### src/sv/bfa_pkg.sv
// bfa_pkg: shared types and constants of the bitmap frame allocator
// holds the command format passed from the front end to the back end through the queue
// no dependencies

package bfa_pkg;

	localparam int FRAME_SHIFT = 12;
	localparam int WORD_BITS   = 32;
	localparam int FRAME_W     = 21;
	localparam int FIRST_W     = 20;
	localparam int WIDX_W      = 16;
	localparam int QUEUE_DEPTH = 2;

	localparam logic [WORD_BITS-1:0] FULL_WORD = 32'hFFFF_FFFF;

	localparam logic [1:0] ST_OK    = 2'd0;
	localparam logic [1:0] ST_OOM   = 2'd1;
	localparam logic [1:0] ST_RANGE = 2'd2;

	typedef enum logic [1:0] {
		FUNC_ALLOC   = 2'd0,
		FUNC_FREE    = 2'd1,
		FUNC_RELEASE = 2'd2,
		FUNC_RESERVE = 2'd3
	} func_t;

	typedef struct packed {
		logic               alloc;
		logic               used;
		logic [FRAME_W-1:0] first;
		logic [FRAME_W-1:0] stop;
		logic [1:0]         status;
	} cmd_t;

endpackage

### src/sv/bfa_front.sv
// bfa_front: accepts operations and turns them into frame ranges
// two-stage pipeline producing bfa_pkg::cmd_t entries for the command queue
// depends on bfa_pkg

module bfa_front #(
	parameter int FRAME_CAPACITY = 32768
) (
	input  logic                 clk,
	input  logic                 arst_n,
	input  logic                 in_valid,
	output logic                 in_ready,
	input  logic [1:0]           func,
	input  logic [31:0]          target_addr,
	input  logic [31:0]          length,
	input  logic                 hold,
	output logic                 q_valid,
	input  logic                 q_ready,
	output bfa_pkg::cmd_t        q_data
);

	localparam int FW = bfa_pkg::FRAME_W;
	localparam logic [FW-1:0] CAP_FR = FW'(FRAME_CAPACITY);

	logic                 adv;
	logic                 v_s1;
	logic                 v_s2;
	bfa_pkg::func_t       func_s1;
	bfa_pkg::func_t       func_s2;
	logic [31:0]          base_s1;
	logic [31:0]          len_s1;
	logic [32:0]          sum_s1;
	logic [bfa_pkg::FIRST_W-1:0] first_s2;
	logic [FW-1:0]        count_s2;
	logic [32:0]          eff_len;
	logic [FW-1:0]        count_d;
	logic [FW-1:0]        stop_raw;

	assign adv      = !v_s2 || q_ready;
	assign in_ready = adv && !hold;

	// effective length with the region end clipped at the top of the address space, and its frame count (one for a free)
	always_comb begin
		if (sum_s1[32]) begin
			eff_len = {1'b1, 32'd0} - {1'b0, base_s1};
		end else begin
			eff_len = {1'b0, len_s1};
		end
		if (func_s1 == bfa_pkg::FUNC_FREE) begin
			count_d = FW'(1);
		end else begin
			count_d = eff_len[32:12] + FW'(|eff_len[11:0]);
		end
	end

	always_ff @(posedge clk or negedge arst_n) begin
		if (!arst_n) begin
			v_s1 <= 1'b0;
			v_s2 <= 1'b0;
		end else if (adv) begin
			v_s1 <= in_valid && !hold;
			v_s2 <= v_s1;
		end
	end

	always_ff @(posedge clk) begin
		if (adv) begin
			func_s1  <= bfa_pkg::func_t'(func);
			base_s1  <= target_addr;
			len_s1   <= length;
			sum_s1   <= {1'b0, target_addr} + {1'b0, length};
			func_s2  <= func_s1;
			first_s2 <= base_s1[31:bfa_pkg::FRAME_SHIFT];
			count_s2 <= count_d;
		end
	end

	assign stop_raw = {1'b0, first_s2} + count_s2;
	assign q_valid  = v_s2;

	always_comb begin
		q_data.alloc  = (func_s2 == bfa_pkg::FUNC_ALLOC);
		q_data.used   = (func_s2 == bfa_pkg::FUNC_RESERVE);
		q_data.first  = {1'b0, first_s2};
		q_data.stop   = stop_raw;
		q_data.status = bfa_pkg::ST_OK;
		if (count_s2 == '0) begin
			q_data.stop = {1'b0, first_s2};
		end else if (stop_raw > CAP_FR) begin
			q_data.stop   = CAP_FR;
			q_data.status = bfa_pkg::ST_RANGE;
		end
	end

endmodule

### config.mk
export PLATFORM = sky130hd
export DESIGN_NAME = bfa_front
export DESIGN_NICKNAME = d
export VERILOG_FILES = /design/src/sv/bfa_pkg.sv /design/src/sv/bfa_front.sv
export SDC_FILE = /design/constraint.sdc
export NUM_CORES = 1
export LEC_CHECK = 0
export ABC_CLOCK_PERIOD_IN_PS = 3500
export BUFFER_PORTS_ARGS = -buffer_cell sky130_fd_sc_hd__buf_2
export CAP_MARGIN = 25
export CORE_UTILIZATION = 52
export DETAILED_ROUTE_END_ITERATION = 8
export HOLD_SLACK_MARGIN = 0.15
export PLACE_DENSITY = 0.77
export SLEW_MARGIN = 20
export SYNTH_ARGS = -nofsm -noshare
export SYNTH_HDL_FRONTEND = slang
export SYNTH_SLANG_ARGS = --single-unit
export TNS_END_PERCENT = 1
### constraint.sdc
create_clock -name clk -period 3.5 [get_ports clk]
set_input_delay 0.175 -clock clk [delete_from_list [all_inputs] [get_ports clk]]
set_output_delay 0.175 -clock clk [all_outputs]
set_load 0.02 [all_outputs]
Word level (Yosys, flattened, before mapping):

Index checks and enable logic that the tools add are counted.

* add/subtract/negate cells: 4
* $mul: 0
* divide/modulo/power cells: 0
* $lt $le $gt $ge: 1
* eq/ne operators: 2
* shifts and indexed selects: 0
* multiplexer cells: 4
* bitwise gates (word level): 0
* reduce and logical (&&, ||, !) cells: 8

Operator list (number)
* adder 32 x 32 -> 33 bit: 1
* two-way mux 33 bit: 1
* subtractor 33 x 32 -> 33 bit (first input constant): 1
* two-way mux 23 bit: 1
* adder 20 x 21 -> 21 bit: 1
* adder 21 x 1 -> 21 bit: 1
* > comparator 21 x 16 -> 1 bit (second input constant): 1
* logical NOT 21 bit: 1
* two-way mux 21 bit: 1
* OR reduction 12 bit: 1
* equality test 2 x 1 -> 1 bit (second input constant): 1
* equality test 2 bit (second input constant): 1
* logical AND 1 bit: 2
* logical NOT 1 bit: 2
* logical NOT 2 bit: 1
* two-way mux 2 bit: 1
* logical OR 1 bit: 1

* bits in registers: 144
* bits in latches: 0
* bits in writable memories: 0
* bits in read-only memories: 0
* input bits: 71
* output and inout bits: 48
* word-level logic and storage cells: 28
* memories kept: 0

Depth between registers and ports, before layout:

* depth in word-level cells: 4
* mapped depth: 18

Least setup slack after synthesis:

No wires, ideal clock.

* path type: register -> output
* start point: register first_s2[0] (netlist bit)
* end point: output port q_data[13] (netlist bit)
* data arrival time: 3.667 ns
* data required time: 3.325 ns
* setup slack: -0.342 ns
* cell stages (with the launch flop): 11
* buffers on the path: 0
* cells stage by stage: edfxtp_1 ha_1 fa_1 a211oi_1 o21ai_1 and4_1 or4_1 a221oi_1 nor4b_2 or3b_1 o21ai_1

RTL lines
* start, declared: RTL line bfa_front.sv:32 `logic [bfa_pkg::FIRST_W-1:0] first_s2;`
* start signal, assigned: RTL line bfa_front.sv:72 `first_s2 <= base_s1[31:bfa_pkg::FRAME_SHIFT];`
* end, declared: RTL line bfa_front.sv:18 `output bfa_pkg::cmd_t q_data`

==> results.txt <==
- Counting distinct cell types in the post-synthesis netlist gives 77.
- Sequential fraction of the synthesis area: 0.468
- The initial antenna violation count is 0.
* Sw Share: 0.340
- Cts bufs inserted: 9
- The number of cells on the worst reg-to-reg path is 20.
- Overall die area: 0.0142 mm^2
- HP Start: func_s1[1]
- Pin count of the biggest net entering global routing: 66
- Of the cells placed in the final design, the portion with a size suffix greater than 1 is 0.349.
* Final wirelength: 22.3 mm
- P_leak: 0.00412 uW
* Total setup violations reported at the end of the flow: 24
* Total of flip-flops plus latches after synthesis: 112
* Type of element launching the critical path: register
* Clk_lat worst skew: 0.35 ns
- Hold-critical path endpoint: func_s2[1]
- The worst-case IR drop observed on VDD is 0.349 mV.
- Total via count after detailed routing: 6675
- GRT Max-Usage Layer: met2
- Number of vias per cell after detailed routing: 6.03
- FILL cells: 839
- The share of total power dissipated in sequential elements is 0.365.
- In the final layout, flip-flops and latches occupy 0.00335 mm^2.
* Max_slew headroom: 0.406
* Fin worst setup slack: -0.358 ns
- Setup slack on the worst flop-to-flop path: -0.21 ns
- The run finished, with violations left.
- GR Layer Usage met3: 0.0421
- The number of global-route vias before repair was 6773.
- Final clock period utilization by the worst path: 1.10
- Number of endpoints with negative hold slack in the final report: 0
* Most used flip-flop cell after synthesis: sky130_fd_sc_hd__edfxtp_1
- Quantity of I/O buffers inserted on ports: 115
* First-pass GRT wire length: 34.5 mm
- In this run the critical register-to-register path is launched from base_s1[3].
- Effective utilization at floorplan: 0.536
- The worst path in the final design needs a cycle of 3.86 ns, including I/O delays and setup.
- The net count of the finished layout is 1052.
* Met1 routing resource usage after global routing: 0.388
* Total gr overflow: 0
- The cell sitting at the root of the clock tree is a sky130_fd_sc_hd__clkbuf_16.
- The count of nets left with antenna violations once routing finished came out at 0.
- Internal Dissipation: 3250 uW
- In this run the count of I/O pins placed on the die edge is 119.
- The final reports fail on setup timing.
* Routed length per placed instance: 20.1 um
- Data on the critical path is required at its endpoint by 3.32 ns.
- Area of the multi-input gates: 0.00399 mm^2
- The number of max-slew violations in the final report was 0.
* Detailed Route Iter0 Violations: 735
- Final clock skew: 0.0100 ns
* Switching power: 1670 uW
* Clock tree from TritonCTS: done
* Mean area per synthesized cell: 11.3 um^2
- Max-capacitance violation count: 0
- Data arrival time of the critical path: 3.68 ns
* Weighted congestion reported at the end of routability-driven placement: 0.921
* Maximum frequency from static timing analysis: 259 MHz
- Worst reg2reg path endpoint: count_s2[14]
- STA classifies the critical path endpoint as a primary output.
* Inst Count DP: 1012
- The H-tree was split into 3 levels.
- Summed over all failing endpoints, the final setup total negative slack is -5.69 ns.
* Worst min-delay path category: register to register
- Relative contribution of combinational cells to total power: 0.409
- Most common cell after layout, fill and taps aside: sky130_fd_sc_hd__buf_4
* Category of the most critical setup path: register to primary output
- Row generation in the floorplan step produced 42 rows.
* Top library cells by usage in the layout, fill and taps aside: sky130_fd_sc_hd__buf_4, sky130_fd_sc_hd__edfxtp_1, sky130_fd_sc_hd__buf_2
* Actual transition at the worst max-transition pin: 0.883 ns
- Total iterations of the first detailed-routing run: 5
* Die boundary width: 119 um
* P&R area growth vs syn: 41.7%
- Cell count of the worst hold path: 0
- Before CTS, the worst setup slack after placement is -0.356 ns.
- After detailed routing, the number of remaining DRC violations is 0.
- For this run, the number of standard cells in the final layout without fillers is 1107.
- Clock share of power: 0.226
- DIE HEIGHT: 119 um
- After clock tree synthesis, the clock-pin slew on the worst setup and hold paths is 0.07 ns.
- Number of cells produced by synthesis: 634
- Yosys mapped a number of flops with a built-in enable equal to 110.
- Area of the mapped netlist: 0.00716 mm^2
- Routing usage on met2: 0.553
* Power per Cell Area: 485 mW/mm^2
- The core region is 0.0133 mm^2.
* Unrepaired setup endpoints after global routing: yes
- The clock drives 112 sinks.
- Across every metal layer, demand over resource in global routing totals 0.313.
- The wire-length estimate of the detail-placed layout is 14.1 mm.
- Maximum buffer depth of the clock tree: 2
- Warnings from Yosys: 0
- Maximum fanout encountered on the critical timing path: 5
- Number of antenna repair diodes: 0
- Counting flops with an async set or reset pin after synthesis yields a share of 0.0179.
-- sequential cells by signal, indices dropped and copies added (netlist names) --
name      count
q_valid       1
v_s1          1
count_s2     21
sum_s1        1
len_s1       32
func_s1       2
base_s1      32
func_s2       2
first_s2     20
-- kinds of logic (layout without fill, tap and decap cells) --
family,after synthesis,in the layout,synth area share
compound gates,143,143,0.145
xor+xnor,37,37,0.0453
fa+ha+maj,55,55,0.0972
buf+inv,32,326,0.0196
flops,112,112,0.468
mux,11,11,0.0163
other cells,1,3,0.000524
simple gates,243,244,0.207
-- worst max-delay path by stage --
stage                            from          to  cells past startpoint
after floorplan           first_s2[0]  q_data[10]                     11
after global placement    first_s2[0]  q_data[15]                     11
after detailed placement  first_s2[0]  q_data[13]                     11
after CTS                 count_s2[0]  q_data[13]                     11
after global routing      count_s2[0]   q_data[9]                     11
final                     count_s2[0]   q_data[2]                     12
-- worst max-delay path, cell delays in order, from the launching register on --
cell and delay, ns:
sky130_fd_sc_hd__edfxtp_1 0.41, sky130_fd_sc_hd__ha_2 0.22, sky130_fd_sc_hd__fa_2 0.41, sky130_fd_sc_hd__a211oi_4 0.27, sky130_fd_sc_hd__buf_4 0.16, sky130_fd_sc_hd__nor2_2 0.04
sky130_fd_sc_hd__xor2_1 0.15, sky130_fd_sc_hd__or3_4 0.38, sky130_fd_sc_hd__or4_4 0.43, sky130_fd_sc_hd__o41ai_4 0.28, sky130_fd_sc_hd__and3b_2 0.30, sky130_fd_sc_hd__a22o_1 0.16
sky130_fd_sc_hd__buf_6 0.12
-- cell type report --
class	instances	area share
Sequential cell	112	0.331
Clock inverter	6	0.00901
Multi-Input combinational cell	493	0.393
Inverter	9	0.00333
Clock buffer	10	0.0226
Tap cell	176	0.0217
Timing Repair Buffer	301	0.220
-- routing by layer --
layer  vias up  share of wire  routed length, um
li1       3078              -                  -
met1      3155           0.40               8980
met2       367           0.50              11200
met3        75          0.058               1290
met4         0          0.036                802
met5         -              0                  0
-- through the flow --
| step | hold slack, ns | area (um^2) | util | power [uW] |
|---|---|---|---|---|
| floorplan | -0.121 | 7200 | - | 2820 |
| global placement | -0.0387 | 8710 | 0.653 | 3460 |
| detailed placement | -0.0366 | 8710 | 0.653 | 3510 |
| CTS | 0.479 | 9970 | 0.747 | 4760 |
| global route | 0.489 | 10100 | 0.760 | 5150 |
| finish | 0.479 | 10100 | 0.760 | 4920 |
-- power groups by stage --
stage               Clock (uW)  Combinational (uW)  Sequential [uW]
finish                    1110                2010             1800
global route              1160                2170             1820
CTS                       1100                1870             1790
detailed placement           0                1700             1810
global placement             0                1660             1800
floorplan                    0                 993             1830
-- Yosys cell counts (3+ instances only) --
master / n / area share
sky130_fd_sc_hd__o31ai_1: 8 / 0.0084
sky130_fd_sc_hd__or3_1: 9 / 0.0079
sky130_fd_sc_hd__or2_2: 6 / 0.0052
sky130_fd_sc_hd__a22o_1: 11 / 0.013
sky130_fd_sc_hd__a211oi_1: 6 / 0.0063
sky130_fd_sc_hd__a21oi_1: 28 / 0.020
sky130_fd_sc_hd__nor3b_1: 3 / 0.0031
sky130_fd_sc_hd__a31oi_1: 8 / 0.0070
sky130_fd_sc_hd__nand3b_1: 4 / 0.0042
sky130_fd_sc_hd__and3_1: 3 / 0.0026
sky130_fd_sc_hd__a21o_1: 10 / 0.010
sky130_fd_sc_hd__nand2b_1: 13 / 0.011
sky130_fd_sc_hd__xnor2_1: 20 / 0.024
sky130_fd_sc_hd__ha_1: 54 / 0.094
sky130_fd_sc_hd__o221ai_1: 3 / 0.0037
sky130_fd_sc_hd__mux2i_1: 6 / 0.0084
sky130_fd_sc_hd__nor2_1: 45 / 0.024
sky130_fd_sc_hd__clkbuf_1: 15 / 0.0079
sky130_fd_sc_hd__buf_4: 4 / 0.0042
sky130_fd_sc_hd__xor2_1: 17 / 0.021
sky130_fd_sc_hd__a31o_2: 3 / 0.0037
sky130_fd_sc_hd__nor3_1: 16 / 0.011
sky130_fd_sc_hd__or4_1: 15 / 0.016
sky130_fd_sc_hd__nor2b_1: 17 / 0.015
sky130_fd_sc_hd__edfxtp_1: 110 / 0.46
sky130_fd_sc_hd__and2_1: 9 / 0.0079
sky130_fd_sc_hd__inv_1: 9 / 0.0047
sky130_fd_sc_hd__nand4_1: 16 / 0.014
sky130_fd_sc_hd__o21ai_1: 5 / 0.0035
sky130_fd_sc_hd__nor4_1: 14 / 0.012
sky130_fd_sc_hd__o21ai_0: 20 / 0.014
sky130_fd_sc_hd__mux2_2: 4 / 0.0063
sky130_fd_sc_hd__buf_2: 4 / 0.0028
sky130_fd_sc_hd__and4_1: 5 / 0.0061
sky130_fd_sc_hd__nand3_1: 13 / 0.0091
sky130_fd_sc_hd__o22ai_1: 4 / 0.0035
sky130_fd_sc_hd__nand2_1: 34 / 0.018
sky130_fd_sc_hd__nor4_4: 7 / 0.021
sky130_fd_sc_hd__o21a_1: 5 / 0.0052
-- what timing repair did --
action | in CTS | in global routing
hold endpoints to repair | 69 | 0
hold buffers | 70 | 0
resized for setup | 44 | 33
pin swaps | 31 | 15
gates cloned | 1 | 0
setup endpoints to repair | 29 | 33
buffers inserted | 7 | 1
Power figures use the tool's default switching activity.
