`config.mk`:
```
export PLATFORM = sky130hd
export DESIGN_NAME = bfa_queue
export DESIGN_NICKNAME = d
export VERILOG_FILES = /design/src/sv/bfa_pkg.sv /design/src/sv/bfa_queue.sv
export SDC_FILE = /design/constraint.sdc
export NUM_CORES = 1
export LEC_CHECK = 0
export BUFFER_PORTS_ARGS = -buffer_cell sky130_fd_sc_hd__buf_4
export CAP_MARGIN = 20
export CORE_MARGIN = 2
export CORE_UTILIZATION = 47
export DETAILED_ROUTE_END_ITERATION = 7
export PLACE_DENSITY = 0.77
export SKIP_CTS_REPAIR_TIMING = 1
export SLEW_MARGIN = 20
export SYNTH_ARGS = -nofsm -noshare
export SYNTH_HDL_FRONTEND = slang
export SYNTH_SLANG_ARGS = --single-unit
```
`constraint.sdc`:
```
create_clock -name clk -period 2.9 [get_ports clk]
set_input_delay 0.29 -clock clk [delete_from_list [all_inputs] [get_ports clk]]
set_output_delay 0.29 -clock clk [all_outputs]
set_load 0.05 [all_outputs]
```
`src/sv/bfa_pkg.sv`:
```
// bfa_pkg: shared types and constants of the bitmap frame allocator
// holds the command format passed from the front end to the back end through the queue
// no dependencies

package bfa_pkg;

	localparam int FRAME_SHIFT = 12;
	localparam int WORD_BITS   = 32;
	localparam int FRAME_W     = 21;
	localparam int FIRST_W     = 20;
	localparam int WIDX_W      = 16;
	localparam int QUEUE_DEPTH = 2;

	localparam logic [WORD_BITS-1:0] FULL_WORD = 32'hFFFF_FFFF;

	localparam logic [1:0] ST_OK    = 2'd0;
	localparam logic [1:0] ST_OOM   = 2'd1;
	localparam logic [1:0] ST_RANGE = 2'd2;

	typedef enum logic [1:0] {
		FUNC_ALLOC   = 2'd0,
		FUNC_FREE    = 2'd1,
		FUNC_RELEASE = 2'd2,
		FUNC_RESERVE = 2'd3
	} func_t;

	typedef struct packed {
		logic               alloc;
		logic               used;
		logic [FRAME_W-1:0] first;
		logic [FRAME_W-1:0] stop;
		logic [1:0]         status;
	} cmd_t;

endpackage

```
`src/sv/bfa_queue.sv`:
```
// bfa_queue: short command queue between front end and back end
// holds bfa_pkg::cmd_t entries, depth bfa_pkg::QUEUE_DEPTH
// depends on bfa_pkg

module bfa_queue (
	input  logic          clk,
	input  logic          arst_n,
	input  logic          push_valid,
	output logic          push_ready,
	input  bfa_pkg::cmd_t push_data,
	output logic          pop_valid,
	input  logic          pop_ready,
	output bfa_pkg::cmd_t pop_data
);

	localparam int DEPTH = bfa_pkg::QUEUE_DEPTH;
	localparam int PW    = (DEPTH > 1) ? $clog2(DEPTH) : 1;
	localparam int CW    = $clog2(DEPTH + 1);
	localparam logic [PW-1:0] LAST_PTR = PW'(DEPTH - 1);
	localparam logic [CW-1:0] FULL_CNT = CW'(DEPTH);

	bfa_pkg::cmd_t slot_q [DEPTH];
	logic [PW-1:0] wr_ptr_q;
	logic [PW-1:0] rd_ptr_q;
	logic [CW-1:0] count_q;
	logic          do_push;
	logic          do_pop;

	assign push_ready = (count_q != FULL_CNT);
	assign pop_valid  = (count_q != '0);
	assign pop_data   = slot_q[rd_ptr_q];
	assign do_push    = push_valid && push_ready;
	assign do_pop     = pop_valid && pop_ready;

	always_ff @(posedge clk or negedge arst_n) begin
		if (!arst_n) begin
			wr_ptr_q <= '0;
			rd_ptr_q <= '0;
			count_q  <= '0;
		end else begin
			if (do_push) begin
				wr_ptr_q <= (wr_ptr_q == LAST_PTR) ? '0 : wr_ptr_q + PW'(1);
			end
			if (do_pop) begin
				rd_ptr_q <= (rd_ptr_q == LAST_PTR) ? '0 : rd_ptr_q + PW'(1);
			end
			if (do_push && !do_pop) begin
				count_q <= count_q + CW'(1);
			end else if (do_pop && !do_push) begin
				count_q <= count_q - CW'(1);
			end
		end
	end

	always_ff @(posedge clk) begin
		if (do_push) begin
			slot_q[wr_ptr_q] <= push_data;
		end
	end

endmodule

```
=== After elaboration in Yosys (flattened, before gate mapping) ===
Memory sizes are Yosys's and may differ from the RTL's.
Index checks and enable logic that the tools add are counted.

* Memories: 1
* Logic and storage cells: 23
* Register bits after elaboration: 4
* Output and inout port bits: 48
* RAM bits: 92
* Input port bits: 50

{| class="wikitable"
|+ Memories
! memory !! depth !! width !! rd ports !! clocked after Yosys merged registers in !! write ports !! line !! source
|-
| slot_q || 2 || 46 || 1 || 0 || 1 || bfa_queue.sv:22 || <nowiki>bfa_pkg::cmd_t slot_q [DEPTH];</nowiki>
|}

* Reductions and logical operators: 8
* $add $sub $neg: 4
* Eq/ne operators: 1
* Muxes and demuxes: 6

{| class="wikitable"
|+ Operator list
! kind !! number
|-
| logical AND 1 bit || 4
|-
| 2-to-1 mux 1 bit || 4
|-
| 2-to-1 mux 2 bit || 2
|-
| nonzero test 2 bit || 2
|-
| adder 1 bit (second input constant) || 2
|-
| adder 2 x 1 -> 2 bit (second input constant) || 1
|-
| zero test 1 bit || 2
|-
| != test 2 bit (second input constant) || 1
|-
| subtractor 2 x 1 -> 2 bit (second input constant) || 1
|}

=== Longest topological paths before layout ===
Gate-level depths: netlist of the first run.

* Depth after elaboration: 6
* Gate-level depth with buffers: 7
* Depth with buffers taken out: 7

=== Worst setup path after synthesis of the first run ===
OpenSTA, ideal clock, no wires.

* Path type: register -> register
* From: register count_q[0]
* To: memory slot_q[0][0] in the netlist's numbering (enable)
* Slack: -0.553 ns
* Clock period less this slack: 3.453 ns
* Path buffers: 0
* Cell stages (with the launch flop): 4
* Data arrival time: 3.003 ns
* Cells stage by stage: dfrtp_1 nand2b_1 nand2_1 nor2_1

* Longest elaborated chain between the ends: 4

{| class="wikitable"
|+ Ends and longest elaborated chain
! item !! line !! source
|-
| start, declared || bfa_queue.sv:25 || <nowiki>logic [CW-1:0] count_q;</nowiki>
|-
| start signal, assigned || bfa_queue.sv:48 || <nowiki>count_q <= count_q + CW'(1);</nowiki>
|-
| start signal, assigned || bfa_queue.sv:50 || <nowiki>count_q <= count_q - CW'(1);</nowiki>
|-
| != test 2 bit || bfa_queue.sv:29 || <nowiki>assign push_ready = (count_q != FULL_CNT);</nowiki>
|-
| net push_ready || bfa_queue.sv:9 || <nowiki>output logic push_ready,</nowiki>
|-
| logical AND 1 bit || bfa_queue.sv:32 || <nowiki>assign do_push = push_valid && push_ready;</nowiki>
|-
| 2-to-1 mux 1 bit || bfa_queue.sv:56 || <nowiki>if (do_push) begin</nowiki>
|-
| 2-to-1 mux 1 bit (implied by the code) || bfa_queue.sv:57 || <nowiki>slot_q[wr_ptr_q] <= push_data;</nowiki>
|-
| end, declared || bfa_queue.sv:22 ||
|}

The timed path passes the listed nets, and every way through them passes these cells.

==> flow_summary.ini, run 1 <==
[status]
outcome = finished, final reports clean

[synthesis]
ys_ff_latch = 96
synth_adder_area_share_pct = 0.3440
synth-compound-area-share_pct = 0
syn_inst = 161
synth-edff-count = 92
synth_cell_type_count = 15
netlist_top_cells_area = edfxtp_1, mux2_4, mux2_2
synth-simple-area-share_pct = 0.9288
synth_top_family_by_area = multiplexers
muxShareOfSynthArea_pct = 17.34
synth_common_cells = edfxtp_1, mux2_4, mux2_2, buf_6, dfrtp_1
synthXorXnorAreaFrac_pct = 1.204
synth.cell_area_sq_mm = 0.003637
synth_top_area_share_pct = 75.95
ys.warnings.count = 0
synth_nets = 212
synthFlopType = edfxtp_1
synth_top_area_cell = edfxtp_1
yosysSeqAreaShare_pct = 78.71
yosysMostFrequentCell = edfxtp_1
synth_area_per_cell_sq_um = 22.59
synthArstFlopShare_pct = 4.167

[power_and_ir_drop]
p_seq_share_pct = 36.0
ir_drop_mv = 0.6363
p_per_area_mw_per_mm2 = 1164
p_int_mw = 3.320
switching_share_pct = 39.73
p_clk_share_pct = 16.7
share_comb_of_total_power_pct = 47.3
leakage_nw = 1.871
power_mw = 5.508
switchingPower_mw = 2.188

[cts]
clock_sinks = 96
numCtsBuffers = 9
root_buffer = clkbuf_8
clock_path_buffers = 2
tritoncts = done
clk_pin_slew_ns = 0.09
clk_latency_ns = 0.35
htree_levels = 3

[floorplanning]
rows = 32
core-area_sq_mm = 0.007607
start_util_pct = 47.81
dieArea_sq_mm = 0.008458
io_pins = 98
die_w_um = 91.97
die_h_um = 91.97

[flow_run]
drv_cap = 0

[cells_and_area]
fill_cells = 571
final_util_pct = 62.22
syn2layout_area_growth_pct = 30.13
multi_input_area_sq_um = 729.5
diodes = 0
fin_nets = 321
drive_above_1_share_pct = 60.73
seq_area_sq_mm = 0.002864

[detailed_routing]
vias = 1744
drcViolationCount = 0
dr.pass1.iters = 4
avgRoutedWirePerCell_um = 15.24
vias_per_cell = 4.626
drtAntennaViolNets = 0
drtIter0Drc = 68
wirelength_mm = 5.746

[worst_setup_path]
worstPathArrival_ns = 1.67
crit_cells = 3
path_class = flop to output port
worst_path_most_repeated_cell = buf_4
r2r_start = count_q[0]$_DFFE_PN0P_
cp_num_buf_inv = 2
worstPathMaxFanout = 24
max_stage_delay_ns = 0.40
end_kind = output port
cp-start-kind = flop
reg2reg_depth = 3
critPathTopFamily = buffers and inverters
cp_cell_sequence = buf_4, mux2_2, buf_4
slowest_stage = mux2_2
r2r_end = slot_q[1][24]$_DFFE_PP_
rrSetupSlack_ns = 1.04
cp.required_ns = 2.61

[timing]
maxSlewHeadroom_pct = 53.97
period_share_pct = 67.60
worst_pin_slew_ns = 0.6905
hold_viol = 0
setup_violations = 0
grt_setup_unrepaired = no
fmax_mhz = 510.1
maxSlewViolCount = 0
setup_tns_ns = 0
fin_worst_skew_ns = 0.008610
fin_crit_ns = 1.960

[grt]
overflow = 0
grt_start_max_net_pins = 30
antenna_found_initial = 0
grt_pass1_vias = 1851
grt_first_pass_wirelength_mm = 8.783
grt.total_usage_pct = 14.07

[min_path]
holdCritStartpoint = push_data[38]
hold_class = input pin to flop
hold_depth = 1
min_to = slot_q[0][38]$_DFFE_PP_

[place]
gp_congestion = 0.7168
place_hpwl_mm = 3.967
io_buffers = 97
## layout by cell type (no fill, tap or decap)
cell type	netlist	layout
and3_2	0	1
buf_12	0	1
buf_4	0	101
bufinv_16	0	2
clkbuf_8	0	9
clkinv_2	0	2
clkinv_4	0	3
dfrtp_1	4	3
dfrtp_2	0	1
dlygate4sd3_1	0	1
edfxtp_1	92	92
ha_1	1	1
inv_1	1	1
mux2_2	16	16
mux2_4	30	30
nand2_1	2	2
nand2b_1	1	1
nor2_1	2	1
nor2_4	0	1
or2_1	1	1
xnor2_1	3	3
xor2_1	2	2
## area by class of cell
class,count,share of cell area (%)
clock buffer,9,2.617
timing repair buffer,103,16.65
multi-input combinational,59,15.41
inverter,1,0.07930
sequential,96,60.51
clock inverter,7,2.035
tap,102,2.696
## kinds of logic (layout without fill, tap and decap cells)
kind of cell  count (synthesis)  count (layout)
mux                          46              46
buf+inv                       6             120
flops                        96              96
fa+ha+maj                     1               1
simple gates                  7               7
xor+xnor                      5               5
## stage by stage
step	cell area, sq um	worst slack [ns]	hold slack [ns]	instances
after floorplan	3640	0.2056	-0.005591	161
after global placement	4503	1.074	0.08820	360
after detailed placement	4503	1.020	0.08995	360
after CTS	4723	0.8812	-0.2963	376
after global routing	4733	0.8554	0.09402	377
final	4733	0.9396	0.1209	377
## worst max-delay path by stage
stage	from	endpoint	slack, ns
floorplan	count_q[0]$_DFFE_PN0P_	slot_q[0][0]$_DFFE_PP_	0.21
finish	rd_ptr_q$_DFFE_PN0P_	pop_data[45]	0.94
global route	rd_ptr_q$_DFFE_PN0P_	pop_data[45]	0.86
detailed placement	count_q[0]$_DFFE_PN0P_	slot_q[1][44]$_DFFE_PP_	1.02
CTS	rd_ptr_q$_DFFE_PN0P_	pop_data[45]	0.88
global placement	count_q[0]$_DFFE_PN0P_	slot_q[1][39]$_DFFE_PP_	1.07
## flip-flops by register name, summed over array words and instances, names as in the netlist
register	flops
slot_q	92
count_q	2
rd_ptr_q	1
wr_ptr_q	1
## power by group through the flow
stage,clock [mW],combinational (mW),sequential (mW)
2_1_floorplan,0,1.99,2.00
3_3_place_gp,0,2.62,2.00
3_5_place_dp,0,2.63,2.02
4_1_cts,0.949,2.64,1.99
5_1_grt,1.00,2.73,2.01
6_report,0.919,2.61,1.98
## layer usage
layer / vias up / GRT usage [%] / routed length, um
met4: 0 / 7.090 / 87
met3: 7 / 3.944 / 310
met2: 64 / 25.74 / 3150
met1: 832 / 14.69 / 2197
met5: - / 0 / 0
li1: 841 / - / -
(Power assumes the default switching activity.)
==> inputs of run 2 (changes only) <==
Settings changed: CORE_UTILIZATION 47 to 52, PLACE_DENSITY 0.77 to 0.81.
Clock period 2.9 ns to 1.85 ns, I/O delays scaled along.
==> run 2 against run 1 <==
Worst hold slack worse by 0.10 ns; core utilization is 9.2 points higher; clock power is 43% higher; critical path depth stayed put; die area is 9.2% lower; first-iteration DRC count is 26% lower; final area is 2.5% higher; sequential share of layout area is 1.5 points lower; cell count is 1.3% higher; sequential cell count stayed put; setup slack worse by 0.84 ns; largest power group unchanged; highest routed layer unchanged.
==> flow_summary.ini, run 2 (same netlist as run 1, synthesis figures left out) <==
[status]
outcome = finished, final reports clean

[floorplanning]
core-area_sq_mm = 0.006794
io_pins = 98
die_w_um = 87.64
dieArea_sq_mm = 0.007680
start_util_pct = 53.54
rows = 30
die_h_um = 87.64

[cells_and_area]
final_cell_mix = buf_4, edfxtp_1, mux2_4, mux2_2, dlygate4sd3_1
largest_register_ffs = 92
design_area_sq_mm = 0.004853
regMostFlops = slot_q
top_regs = slot_q (92), count_q (2)
diodes = 0
drive_above_1_share_pct = 59.44
fin_nets = 332
finalNonFillerCells = 382
fill_cells = 459
final_common_cell = buf_4
syn2layout_area_growth_pct = 33.44

[worst_setup_path]
slowest_stage = dfrtp_2
path_class = flop to output port
critPathTopFamily = buffers and inverters
cp_cell_sequence = buf_6, mux2_2, buf_4
end_kind = output port
cp.required_ns = 1.66
cp_num_buf_inv = 2
worstPathArrival_ns = 1.57
cp-start-kind = flop
max_stage_delay_ns = 0.40
worstPathMaxFanout = 20

[timing]
maxSlewHeadroom_pct = 84.51
worst_pin_slew_ns = 0.2324
fin_worst_skew_ns = 0.009167
whs_ns = 0.02113
setup_tns_ns = 0
fin_crit_ns = 1.751
period_share_pct = 94.66
fmax_mhz = 571.0
maxSlewViolCount = 0
setup_violations = 0
grt_setup_unrepaired = no
hold_viol = 0

[power_and_ir_drop]
p_per_area_mw_per_mm2 = 1782
ir_drop_mv = 1.056
leakage_nw = 1.918

[detailed_routing]
drcViolationCount = 0
dr.pass1.iters = 4
avgRoutedWirePerCell_um = 15.74
drtIter0Drc = 50
vias = 1827
drtAntennaViolNets = 0
wirelength_mm = 6.013
vias_per_cell = 4.783

[cts]
clock_sinks = 96
root_buffer = clkbuf_8
clock_path_buffers = 2
tritoncts = done
clk_pin_slew_ns = 0.09
clk_latency_ns = 0.35
numCtsBuffers = 9
htree_levels = 3

[place]
placed_cell_area_sq_mm = 0.004543
dp_cells = 355
place_hpwl_mm = 3.949
io_buffers = 97
gp_congestion = 0.6387

[grt]
overflow = 0
grt.total_usage_pct = 14.99
grt_first_pass_wirelength_mm = 8.459
antenna_found_initial = 0
grt_start_max_net_pins = 34
grt_pass1_vias = 1795

[min_path]
hold_class = input pin to flop

[flow_run]
drv_cap = 0
run 2: cell types whose count changed in the layout (fill, tap and decap cells not counted), moves of 2 or more:
cell | before | now
dlygate4sd3_1 | 1 | 11
clkinvlp_4 | 0 | 2
buf_12 | 1 | 3
buf_4 | 101 | 99
run 2: final timing paths:
path / startpoint / end / slack [ns] / cells past startpoint
worst max-delay path: rd_ptr_q$_DFFE_PN0P_ / pop_data[24] / 0.1 / 3
worst min-delay path: push_data[19] / slot_q[0][19]$_DFFE_PP_ / 0.02 / 1
worst max register to register: count_q[0]$_DFFE_PN0P_ / count_q[1]$_DFFE_PN0P_ / 0.37 / 6
worst min register to register: count_q[0]$_DFFE_PN0P_ / count_q[0]$_DFFE_PN0P_ / 0.56 / 1
max in group asynchronous: arst_n / rd_ptr_q$_DFFE_PN0P_ / 1.56 / 2
min in group asynchronous: arst_n / wr_ptr_q$_DFFE_PN0P_ / 0.18 / 2
run 2: per-stage QoR:
step	util, %	power [mW]	setup WS (ns)
CTS	69.76	8.705	0.008907
detailed placement	66.87	7.404	0.3470
global route	71.44	8.988	0.02091
finish	71.44	8.650	0.09876
floorplan	-	6.290	0.01458
global placement	66.87	7.331	0.4174
run 2: layer usage:
metal / global-route usage, % / share of wire [%]
met5: 0 / 0
met4: 5.874 / 1.2
met3: 4.901 / 6.3
met2: 25.76 / 52
met1: 17.50 / 41
run 2: power by group:
part / total [mW] / internal [mW] / switching [mW]
Sequential: 3.14 / 2.97 / 0.164
Clock: 1.31 / 0.624 / 0.685
Combinational: 4.20 / 1.56 / 2.64
run 2: cell type report:
cell class                 count  area, sq um  share of cell area (%)
timing repair buffer         114        924.6                   19.05
clock buffer                   9        123.9                   2.552
clock inverter                 7        72.57                   1.495
multi-input combinational     59        744.5                   15.34
tap                           96        120.1                   2.475
inverter                       1        3.754                 0.07734
sequential                    96         2864                   59.01
==> inputs of run 3 (changes only) <==
--- a/config.mk
+++ b/config.mk
@@ -6,4 +6,5 @@
 export NUM_CORES = 1
 export LEC_CHECK = 0
+export ABC_AREA = 1
 export BUFFER_PORTS_ARGS = -buffer_cell sky130_fd_sc_hd__buf_4
 export CAP_MARGIN = 20
@@ -13,5 +14,4 @@
 export PLACE_DENSITY = 0.81
 export SKIP_CTS_REPAIR_TIMING = 1
-export SLEW_MARGIN = 20
 export SYNTH_ARGS = -nofsm -noshare
 export SYNTH_HDL_FRONTEND = slang
==> constraint.sdc (replaced) <==
create_clock -name clk -period 1.85 [get_ports clk]
set_input_delay 0.2775 -clock clk [delete_from_list [all_inputs] [get_ports clk]]
set_output_delay 0.2775 -clock clk [all_outputs]
set_load 0.05 [all_outputs]
==> run 3 against run 2 <==
Register-to-register slack is essentially flat; maximum frequency increased by 2.8%; clock power barely moved; clock-buffer cell count did not move; sequential cell count did not move; synthesized area shrank 1.3%; power up 1.9%; final area decreased by 4.5%; critical path type unchanged; largest power group unchanged; highest routed layer unchanged.
==> flow_summary.ini, run 3 <==
[status]
outcome = finished, final reports clean

[synthesis]
yosysMostFrequentCell = nand2_1
netlist_top_cells_area = edfxtp_1, nand2_1, dfrtp_1
ys_ff_latch = 96
synthFlopType = edfxtp_1
synth_nets = 320
synth_top_area_cell = edfxtp_1
synth_common_cells = nand2_1, edfxtp_1, buf_6, inv_1, dfrtp_1
synth.cell_area_sq_mm = 0.003591
ys.warnings.count = 0
synth_cell_type_count = 14
yosysSeqAreaShare_pct = 79.72
synth-edff-count = 92
synthArstFlopShare_pct = 4.167
synth_top_area_share_pct = 76.93
syn_inst = 269
synth_area_per_cell_sq_um = 13.35

[grt]
antenna_found_initial = 0
overflow = 0
grt_pass1_vias = 2202
grt_start_max_net_pins = 29
grt_first_pass_wirelength_mm = 9.770
grt.total_usage_pct = 17.28

[worst_setup_path]
startpoint = rd_ptr_q$_DFFE_PN0P_
worstPathMaxFanout = 28
worstPathArrival_ns = 1.43
path_class = flop to output port
cp.required_ns = 1.57
r2r_start = count_q[0]$_DFFE_PN0P_
rrSetupSlack_ns = 0.38
end_kind = output port
cp-start-kind = flop

[power_and_ir_drop]
leakage_nw = 2.015
p_clk_share_pct = 14.9
switching_share_pct = 45.84
p_per_area_mw_per_mm2 = 1900
p_int_mw = 4.773
switchingPower_mw = 4.039
share_comb_of_total_power_pct = 49.8
ir_drop_mv = 1.051
p_seq_share_pct = 35.3

[cells_and_area]
top_regs = slot_q (92), count_q (2)
final_cell_mix = nand2_1, buf_4, edfxtp_1, clkbuf_8, inv_1
final_common_cell = nand2_1
regMostFlops = slot_q
largest_register_ffs = 92
drive_above_1_share_pct = 33.16
finalNonFillerCells = 460
diodes = 0
syn2layout_area_growth_pct = 29.13
fin_nets = 427

[cts]
clock_path_buffers = 2
htree_levels = 3
root_buffer = clkbuf_8
tritoncts = done
clk_latency_ns = 0.34
clk_pin_slew_ns = 0.10
numCtsBuffers = 9
clock_sinks = 96

[place]
io_buffers = 97
place_ws_ns = 0.3912
place_hpwl_mm = 4.410
dp_cells = 444
gp_congestion = 0.6910

[floorplanning]
dieArea_sq_mm = 0.007586
start_util_pct = 53.15
io_pins = 98
die_h_um = 87.10
core-area_sq_mm = 0.006756
die_w_um = 87.10
rows = 30

[detailed_routing]
dr.pass1.iters = 4
wirelength_mm = 6.432
vias_per_cell = 4.837
drtIter0Drc = 78
vias = 2225
avgRoutedWirePerCell_um = 13.98
drcViolationCount = 0
drtAntennaViolNets = 0

[timing]
fin_worst_skew_ns = 0.01249
maxSlewViolCount = 0
maxSlewHeadroom_pct = 79.11
setup_slack_ns = 0.1466
period_share_pct = 92.08
setup_tns_ns = 0
fmax_mhz = 587.0
whs_ns = 0.1110
setup_violations = 0
grt_setup_unrepaired = no
hold_viol = 0
worst_pin_slew_ns = 0.3133
fin_crit_ns = 1.703

[flow_run]
drv_cap = 0

[min_path]
holdCritStartpoint = push_data[13]
hold_class = input pin to flop
## run 3: area by class of cell
cell class	count	area, sq um
repair buffers	106	814.5
clock inverters	6	68.82
fillers	481	2120
well taps	80	100.1
multi-input cells	156	639.4
inverters	7	26.28
clock buffers	9	123.9
flip-flops and latches	96	2864
## run 3: path summary, 6_finish.rpt
| kind | endpoint | depth (start not counted) |
|---|---|---|
| min reg2reg | count_q[0]$_DFFE_PN0P_ | 1 |
| max reg2reg | slot_q[0][26]$_DFFE_PP_ | 5 |
| max in group asynchronous | rd_ptr_q$_DFFE_PN0P_ | 2 |
| max | pop_data[15] | 4 |
| min | slot_q[1][13]$_DFFE_PP_ | 1 |
| min in group asynchronous | count_q[1]$_DFFE_PN0P_ | 2 |
## run 3: per-layer routing
layer	GRT usage, %	up-vias	part of all wire, %
met5	0	-	0
met4	5.594	0	0.93
met3	5.687	6	5.2
met2	30.60	66	54
met1	19.80	1044	40
li1	-	1109	-
## run 3: power groups by stage
stage	sequential (mW)	combinational, mW	clock (mW)
floorplan	3.13	3.20	0
CTS	3.12	4.42	1.34
detailed placement	3.17	4.42	0
global placement	3.14	4.37	0
finish	3.11	4.39	1.31
global route	3.15	4.68	1.43
## run 3: stage by stage
stage	utilization, %	area [sq um]	power, mW
2_1_floorplan	-	3621	6.329
3_3_place_gp	65.57	4431	7.509
3_5_place_dp	65.57	4431	7.587
4_1_cts	68.43	4623	8.877
5_1_grt	68.63	4637	9.259
6_report	68.63	4637	8.812
## run 3: critical path, stage by stage (launching register included)
cell	delay [ns]
dfrtp_2	0.39
buf_4	0.30
nand2_1	0.11
nand2_1	0.09
buf_4	0.19
## run 3: cells by family after synthesis
group / synth area share (%)
xor+xnor: 0.4879
fa+ha+maj: 0.3484
buf+inv: 3.310
flops: 79.72
simple gates: 16.13
